File: config.mk
export PLATFORM = sky130hd
export DESIGN_NAME = sql_text_tokenizer
export DESIGN_NICKNAME = d
export VERILOG_FILES = /design/src/rtl/stt_pkg.sv /design/src/rtl/sql_text_tokenizer.sv
export VERILOG_INCLUDE_DIRS = /design/src /design/src/rtl
export SDC_FILE = /design/constraint.sdc
export NUM_CORES = 1
export LEC_CHECK = 0
export BUFFER_PORTS_ARGS = -buffer_cell sky130_fd_sc_hd__buf_2
export CORE_ASPECT_RATIO = 1.4
export CORE_MARGIN = 3
export CORE_UTILIZATION = 61
export DETAILED_ROUTE_END_ITERATION = 12
export HOLD_SLACK_MARGIN = 0.05
export PLACE_DENSITY = 0.8
export SKIP_CTS_REPAIR_TIMING = 1
export SLEW_MARGIN = 25
export SYNTH_ARGS = -nofsm -noshare
export SYNTH_HDL_FRONTEND = slang
export SYNTH_SLANG_ARGS = --single-unit
export TNS_END_PERCENT = 50
File: constraint.sdc
create_clock -name clk -period 5.4 [get_ports clk]
set_clock_uncertainty 0.1 [all_clocks]
set_input_delay 0.81 -clock clk [delete_from_list [all_inputs] [get_ports clk]]
set_output_delay 0.81 -clock clk [all_outputs]
set_load 0.02 [all_outputs]
File: src/rtl/assert_macros.svh
// Assertion macros shared by the RTL of the text tokenizer.
// Include this file by name only; it depends on nothing else.
`ifndef ASSERT_MACROS_SVH
`define ASSERT_MACROS_SVH

// The consequent must hold in the same cycle as the antecedent.
`define ASSERT_SAME(lbl, clk, rstn, ante, cons) \
	lbl: assert property (@(posedge clk) disable iff (!(rstn)) (ante) |-> (cons)) \
		else $error("assertion failed");

// The consequent must hold in the cycle after the antecedent.
`define ASSERT_NEXT(lbl, clk, rstn, ante, cons) \
	lbl: assert property (@(posedge clk) disable iff (!(rstn)) (ante) |=> (cons)) \
		else $error("assertion failed");

`endif

File: src/rtl/stt_pkg.sv
// Types and constants of the SQL text tokenizer.
// Used by sql_text_tokenizer, stt_token_checker and tb_top; depends on nothing else.
package stt_pkg;

	localparam int OUT_BITS = 16;

	localparam logic [2:0] MODE_SEEK    = 3'd0;
	localparam logic [2:0] MODE_DASH    = 3'd1;
	localparam logic [2:0] MODE_COMMENT = 3'd2;
	localparam logic [2:0] MODE_BARE    = 3'd3;
	localparam logic [2:0] MODE_QUOTED  = 3'd4;

	localparam logic [7:0] CH_NUL       = 8'h00;
	localparam logic [7:0] CH_DASH      = 8'h2D;
	localparam logic [7:0] CH_NEWLINE   = 8'h0A;
	localparam logic [7:0] CH_SEMICOLON = 8'h3B;
	localparam logic [7:0] CH_COMMA     = 8'h2C;
	localparam logic [7:0] CH_BACKSLASH = 8'h5C;
	localparam logic [7:0] CH_SQUOTE    = 8'h27;
	localparam logic [7:0] CH_DQUOTE    = 8'h22;
	localparam logic [7:0] CH_SPACE     = 8'h20;
	localparam logic [7:0] CH_TAB       = 8'h09;
	localparam logic [7:0] CH_CR        = 8'h0D;

	typedef struct packed {
		logic [7:0] text_byte;
		logic       last;
	} src_beat_t;

	typedef struct packed {
		logic                token_valid;
		logic [OUT_BITS-1:0] token_start;
		logic [OUT_BITS-1:0] token_length;
		logic                quoted;
		logic                text_done;
	} res_beat_t;

endpackage

File: src/rtl/sql_text_tokenizer.sv
// Top level of the SQL text tokenizer: byte stream in, token reports out.
// Depends on stt_pkg and assert_macros.svh.
//
// Usage:
// The src channel carries one text byte per beat with a last flag; a zero
// byte also ends the text and is not counted. The res channel carries one
// beat per token and one text_done beat that closes each text; a token
// that ends the text rides in that beat. Both channels use valid/ready.
// A byte is registered on acceptance, classified against the scan state in
// the next cycle, and any result is written into a four-entry output
// queue, whose head drives the res channel.
// One byte is accepted per cycle as long as the queue and the input stage
// together hold fewer than four entries; this credit check uses registers
// only, so bytes keep flowing while results wait to be taken.
// When the receiver stalls, results queue up, and src_ready drops while the
// queued results plus the byte in the input stage reach four.
// Reset clears the scan state, the input stage and the queue; the first
// byte after reset or after a closed text starts a new text at offset 0.
`include "assert_macros.svh"

module sql_text_tokenizer #(
	parameter int OFFSET_BITS = 16
) (
	input  logic               clk,
	input  logic               arst_n,
	input  logic               src_valid,
	output logic               src_ready,
	input  stt_pkg::src_beat_t src_beat,
	output logic               res_valid,
	input  logic               res_ready,
	output stt_pkg::res_beat_t res_beat
);

	localparam int XW = (OFFSET_BITS > stt_pkg::OUT_BITS) ? OFFSET_BITS : stt_pkg::OUT_BITS;
	localparam logic [XW-1:0] OUT_LIMIT = XW'({stt_pkg::OUT_BITS{1'b1}});
	localparam logic [OFFSET_BITS-1:0] OFS_MAX = {OFFSET_BITS{1'b1}};

	logic                   valid_s1;
	stt_pkg::src_beat_t     beat_s1;

	logic [2:0]             mode_q;
	logic                   comment_q;
	logic                   dquote_q;
	logic                   bslash_q;
	logic [OFFSET_BITS-1:0] boff_q;
	logic [OFFSET_BITS-1:0] start_q;

	stt_pkg::res_beat_t     fifo_q [4];
	logic [1:0]             wr_q;
	logic [1:0]             rd_q;
	logic [2:0]             cnt_q;

	logic [2:0]             mode_n;
	logic                   comment_n;
	logic                   dquote_n;
	logic                   bslash_n;
	logic [OFFSET_BITS-1:0] boff_n;
	logic [OFFSET_BITS-1:0] start_n;
	logic                   hit;
	logic                   hit_q_end;
	logic                   emit;
	logic                   r_valid;
	logic [OFFSET_BITS-1:0] r_start;
	logic [OFFSET_BITS-1:0] r_end;
	logic                   r_quoted;
	logic                   r_done;
	logic [OFFSET_BITS-1:0] r_len;
	logic [XW-1:0]          start_x;
	logic [XW-1:0]          len_x;
	logic [OFFSET_BITS-1:0] inc_off;
	logic [7:0]             b;
	logic                   is_ws;
	logic                   is_sep;
	logic                   push;
	logic                   pop;
	logic                   clear_state;
	stt_pkg::res_beat_t     res_new;

	assign src_ready = ({1'b0, cnt_q} + {3'b000, valid_s1}) < 4'd4;
	assign res_valid = (cnt_q != 3'd0);
	assign res_beat  = fifo_q[rd_q];
	assign pop       = res_valid && res_ready;

	assign b       = beat_s1.text_byte;
	assign is_ws   = (b == stt_pkg::CH_SPACE) ||
		((b >= stt_pkg::CH_TAB) && (b <= stt_pkg::CH_CR));
	assign is_sep  = (b == stt_pkg::CH_SEMICOLON) || (b == stt_pkg::CH_COMMA);
	assign inc_off = (boff_q == OFS_MAX) ? boff_q : boff_q + OFFSET_BITS'(1);

	// Per-byte scan step.
	always_comb begin
		mode_n    = mode_q;
		comment_n = comment_q;
		dquote_n  = dquote_q;
		bslash_n  = bslash_q;
		start_n   = start_q;
		hit       = 1'b0;
		hit_q_end = 1'b0;
		case (mode_q)
			stt_pkg::MODE_SEEK: begin
				if (!is_ws) begin
					start_n = boff_q;
					if (!comment_q && b == stt_pkg::CH_DASH) begin
						mode_n = stt_pkg::MODE_DASH;
					end else if (b == stt_pkg::CH_SQUOTE || b == stt_pkg::CH_DQUOTE) begin
						mode_n   = stt_pkg::MODE_QUOTED;
						dquote_n = (b == stt_pkg::CH_DQUOTE);
						bslash_n = 1'b0;
					end else begin
						mode_n = stt_pkg::MODE_BARE;
					end
				end
			end
			stt_pkg::MODE_DASH, stt_pkg::MODE_BARE: begin
				if (mode_q == stt_pkg::MODE_DASH && b == stt_pkg::CH_DASH) begin
					mode_n = stt_pkg::MODE_COMMENT;
				end else if (is_ws) begin
					hit       = 1'b1;
					mode_n    = stt_pkg::MODE_SEEK;
					comment_n = 1'b0;
				end else if (is_sep) begin
					hit       = 1'b1;
					mode_n    = stt_pkg::MODE_BARE;
					start_n   = boff_q;
					comment_n = 1'b0;
				end else begin
					mode_n = stt_pkg::MODE_BARE;
				end
			end
			stt_pkg::MODE_COMMENT: begin
				if (b == stt_pkg::CH_NEWLINE) begin
					mode_n    = stt_pkg::MODE_SEEK;
					comment_n = 1'b1;
				end
			end
			stt_pkg::MODE_QUOTED: begin
				if (b == (dquote_q ? stt_pkg::CH_DQUOTE : stt_pkg::CH_SQUOTE) && !bslash_q) begin
					hit       = 1'b1;
					hit_q_end = 1'b1;
					mode_n    = stt_pkg::MODE_SEEK;
					comment_n = 1'b0;
				end else begin
					bslash_n = (b == stt_pkg::CH_BACKSLASH);
				end
			end
			default: begin
				mode_n = stt_pkg::MODE_SEEK;
			end
		endcase
		boff_n = inc_off;
	end

	// Result selection for the byte in the input stage.
	always_comb begin
		r_start     = start_q;
		r_end       = hit_q_end ? inc_off : boff_q;
		r_quoted    = hit_q_end;
		r_valid     = hit;
		r_done      = 1'b0;
		emit        = hit;
		clear_state = 1'b0;
		if (b == stt_pkg::CH_NUL) begin
			r_valid     = (mode_q == stt_pkg::MODE_DASH) || (mode_q == stt_pkg::MODE_BARE) ||
				(mode_q == stt_pkg::MODE_QUOTED);
			r_start     = start_q;
			r_end       = boff_q;
			r_quoted    = (mode_q == stt_pkg::MODE_QUOTED);
			r_done      = 1'b1;
			emit        = 1'b1;
			clear_state = 1'b1;
		end else if (beat_s1.last) begin
			r_done      = 1'b1;
			emit        = 1'b1;
			clear_state = 1'b1;
			if (!hit) begin
				r_valid  = (mode_n == stt_pkg::MODE_DASH) || (mode_n == stt_pkg::MODE_BARE) ||
					(mode_n == stt_pkg::MODE_QUOTED);
				r_start  = start_n;
				r_end    = boff_n;
				r_quoted = (mode_n == stt_pkg::MODE_QUOTED);
			end
		end
		r_len   = (r_end >= r_start) ? r_end - r_start : '0;
		start_x = XW'(r_start);
		len_x   = XW'(r_len);
		res_new.token_valid  = r_valid;
		res_new.token_start  = !r_valid ? '0 :
			(start_x > OUT_LIMIT) ? OUT_LIMIT[stt_pkg::OUT_BITS-1:0] :
			start_x[stt_pkg::OUT_BITS-1:0];
		res_new.token_length = !r_valid ? '0 :
			(len_x > OUT_LIMIT) ? OUT_LIMIT[stt_pkg::OUT_BITS-1:0] :
			len_x[stt_pkg::OUT_BITS-1:0];
		res_new.quoted       = r_valid && r_quoted;
		res_new.text_done    = r_done;
	end

	assign push = valid_s1 && emit;

	always_ff @(posedge clk or negedge arst_n) begin
		if (!arst_n) begin
			valid_s1 <= 1'b0;
		end else begin
			valid_s1 <= src_valid && src_ready;
		end
	end

	always_ff @(posedge clk) begin
		if (src_valid && src_ready) begin
			beat_s1 <= src_beat;
		end
	end

	always_ff @(posedge clk or negedge arst_n) begin
		if (!arst_n) begin
			mode_q    <= stt_pkg::MODE_SEEK;
			comment_q <= 1'b0;
			dquote_q  <= 1'b0;
			bslash_q  <= 1'b0;
			boff_q    <= '0;
			start_q   <= '0;
		end else if (valid_s1) begin
			if (clear_state) begin
				mode_q    <= stt_pkg::MODE_SEEK;
				comment_q <= 1'b0;
				dquote_q  <= 1'b0;
				bslash_q  <= 1'b0;
				boff_q    <= '0;
				start_q   <= '0;
			end else begin
				mode_q    <= mode_n;
				comment_q <= comment_n;
				dquote_q  <= dquote_n;
				bslash_q  <= bslash_n;
				boff_q    <= boff_n;
				start_q   <= start_n;
			end
		end
	end

	always_ff @(posedge clk or negedge arst_n) begin
		if (!arst_n) begin
			wr_q  <= '0;
			rd_q  <= '0;
			cnt_q <= '0;
		end else begin
			if (push) begin
				wr_q <= wr_q + 2'd1;
			end
			if (pop) begin
				rd_q <= rd_q + 2'd1;
			end
			if (push && !pop) begin
				cnt_q <= cnt_q + 3'd1;
			end else if (pop && !push) begin
				cnt_q <= cnt_q - 3'd1;
			end
		end
	end

	always_ff @(posedge clk) begin
		if (push) begin
			fifo_q[wr_q] <= res_new;
		end
	end

	`ASSERT_SAME(a_credit_ok, clk, arst_n, src_ready, ({1'b0, cnt_q} + {3'b000, valid_s1}) < 4'd4)
	`ASSERT_NEXT(a_close_resets, clk, arst_n, push && res_new.text_done, boff_q == '0 && mode_q == stt_pkg::MODE_SEEK)
	`ASSERT_NEXT(a_queue_hold, clk, arst_n, !push && !pop, $stable(cnt_q) && $stable(wr_q))
	`ASSERT_SAME(a_no_overflow, clk, arst_n, push && !pop, cnt_q < 3'd4)

endmodule

==> results.md <==
* Status: finished clean
* EDFF count, synth at roughly 150
* CP Class: flop to flop
* Worst-Margin Slew at around 0.84 ns
* GRT met1 Usage at a little under a third
* GR peak layer: met2
* CTS tree: built
* Syn_area_per_cell at 13.4 sq um
* # Max-Cap Violations at 0
* Die Y at 154 um
* Vias in the first global route at around 6,400
* CTS Sinks at a little under 200
* Initial antenna violation count at 0
* Worst slew margin at a little over two fifths
* Total grt overflow at 0
* DRC violations left at 0
* Worst-path fanout max at 9
* Worst EP required at between 5 and 6 ns
* F_max at slightly above 0.2 GHz
* Sequential cell area fraction in the yosys report at 58.9%
* Width of the chip at between 100 and 150 um
* Global-route wire length before repair at ~34,000 um
* Synth Flop Type: edfxtp_1
* Met3 usage at 5.24%
* Antenna cells at 0
* Main area contributors after synthesis: edfxtp_1 (47%), dfrtp_1 (12%), mux4_2 (8.3%), ha_1 (2.9%), nand2_1 (2.6%)
* Final slew viol count at 0
* Post-Syn Nets at between 700 and 800
* Post-synth design cell area at 0.00954 sq mm
* Final cell count without fillers at 957
* Comb power frac at a little under two fifths
* Antenna viol nets, final at 0
* PortBufs at 49
* Routability cong. at 0.981
* CTS Buffer Depth at 2
* Slowest cell delay on critical path at a little over 0.5 ns
* Synth Warn # at 0
* Total CTS buffers at 17
* Setup violations, final at 0
* FFs w/ async S/R, synth at between 20% and 30%
* Unrepaired setup endpoints after global routing: no
* H-tree levels at 4
* Yosys top cell by area: edfxtp_1
* Tcrit/Tclk final at 91.9%
* Commonest cells in the netlist: edfxtp_1 (149), nand2_1 (66), dfrtp_1 (46)
* Die area at between 0.015 and 0.02 sq mm
* Slowest CP cell: edfxtp_1
* WL per Instance at about 22 um
* Worst path most repeated cell: xor2_1
* Crit path capture type: flop
* Standard-cell rows at 53
* IO Count at 50
* DR vias at around 6,400
* Share of Yosys cell area claimed by the top area cell type at between 40% and 50%
* Type of the worst min-delay path: input port to asynchronous set/reset pin
* Mapped Cells at slightly above 700
* Pwr dens at between 500 and 600 mW/mm^2
* Starting density of the core at 62.8%
* TritonRoute pass-1 iters at 6
* Synthesis-stage register bit count at 195
* Hold Violations, Final at 0
* Reg power frac at 38.7%
* CP Data Arrival Time at approximately 5.1 ns
* Grt met2 use at 42.5%
* Clk_lat worst skew at roughly 0.44 ns
* Switching Share at a little under two fifths
* VDD IR max at 0.000347 V
* Post-synthesis cell type count at 80
* P_sw at approximately 2000 uW
* Core Footprint at ~0.015 sq mm
* Post-Place Cells at roughly 930
* Crit-path cells: nor4b_1, o2111ai_1, nor3b_2, o32ai_4, nor2_1, xor2_1, ha_1, a21oi_2, o21ai_0, or2_2, a311oi_1, xor2_1, nor3_1
* Min Tclk post-route at between 4 and 5 ns
* Most numerous cell in the Yosys netlist: edfxtp_1
* Worst-path clk slew at about 0.080 ns
* Clock root buffer: clkbuf_16
* DP Wirelength at 13,800 um
* Nets at just under 800
* Share of cells above drive strength 1 at 20.4%
* Largest net degree at the start of global routing at 47
* CP Launch Type: flop
* Clk network pwr share at a little under a quarter
* Leakage at ~0.0038 uW
* Synthesis-to-finish area growth at 11.0%
* Setup TNS at 0 ns
* Total global-route track usage at 25.0%
* Avg Vias per Cell at approximately 6.7
* Drt total wl at ~21,000 um
* Flop2flop setup slack at 0.44 ns
* Power Internal at approximately 3400 uW
* Iter 0 DRT Violations at about 570
## flip-flops by register name, indices dropped and copies added (netlist names)
name	count
b	8
beat_s1	1
boff_q	16
bslash_q	1
cnt_q	3
comment_q	1
dquote_q	1
fifo_q	140
mode_q	3
rd_q	2
start_q	16
valid_s1	1
wr_q	2
## kinds of logic after synthesis
family / synth area share, %
simple gates: 11.1
flops: 58.9
compound gates: 11.5
buf+inv: 2.36
mux: 10.6
xor+xnor: 2.20
fa+ha+maj: 3.30
## placed cells by master, fill, tap and decap left out, types with 6 or more instances in the layout
cell,Yosys,routed
o21ai_1,10,10
a31oi_1,8,8
inv_1,20,20
buf_2,3,48
inv_8,0,7
o21ai_0,34,34
a22o_1,18,18
nand3_1,17,17
nand4_1,9,9
o31ai_1,6,6
nand2_1,66,66
xor2_1,9,9
and3_1,6,6
nor2_1,24,19
edfxtp_1,149,149
o21a_1,6,6
nand2b_1,7,7
a21oi_1,31,30
mux4_2,35,35
ha_1,22,22
buf_4,3,10
nor4b_1,6,6
mux2i_1,17,17
nor3_1,26,26
nor2_2,1,6
a21o_1,6,6
clkbuf_16,0,17
xnor2_1,15,15
dfrtp_1,46,45
## worst max-delay path, delay by kind of cell (launching register included)
| family | cells | cell delay, ns |
|---|---|---|
| AO/OA/AOI/OAI | 5 | 1.81 |
| adder cells (fa/ha/maj) | 1 | 0.37 |
| AND/OR/NAND/NOR | 5 | 1.63 |
| flip-flops | 1 | 0.51 |
| XOR/XNOR | 2 | 0.28 |
## routing by layer
metal / wire (um) / part of all wire, %
met5: 0 / 0
met4: 878 / 4.2
met3: 1230 / 5.9
met2: 10600 / 51
met1: 8060 / 39
## power groups by stage
| stage | logic, uW | registers [uW] | clock network [uW] |
|---|---|---|---|
| finish | 2030 | 2110 | 1310 |
| global route | 2190 | 2140 | 1390 |
| CTS | 2020 | 2110 | 1320 |
| detailed placement | 2010 | 2140 | 0 |
| global placement | 1950 | 2120 | 0 |
| floorplan | 1580 | 2030 | 0 |
## final cells by class
class / count / area (sq um)
Inverter: 21 / 78.8
Multi-Input combinational cell: 459 / 3710
Timing Repair Buffer: 58 / 315
Tap cell: 192 / 240
Clock inverter: 15 / 195
Clock buffer: 17 / 425
Sequential cell: 195 / 5630
Fill cell: 956 / 4590
## worst paths after layout
path,startpoint,end,depth (start not counted)
worst min register to register,cnt_q[2],cnt_q[2],1
worst max-delay path,b[1],fifo_q[1][14],13
max in group asynchronous,arst_n,rd_q[0],1
worst min-delay path,arst_n,valid_s1,1
worst max register to register,b[1],fifo_q[1][14],13
min in group clk,cnt_q[2],cnt_q[2],1
## per-stage QoR
stage | instance area, sq um | util (%) | power (uW) | worst slack (ns) | hold slack [ns]
CTS | 10600 | 69.7 | 5460 | 0.314 | 0.395
detailed placement | 9960 | 65.6 | 4140 | 0.448 | 0.380
floorplan | 9540 | - | 3620 | 1.07 | 0.351
global route | 10600 | 69.7 | 5720 | 0.164 | 0.305
finish | 10600 | 69.7 | 5440 | 0.435 | 0.271
global placement | 9960 | 65.6 | 4070 | 0.775 | 0.370
Note: power is estimated with default switching activity, not from simulation.
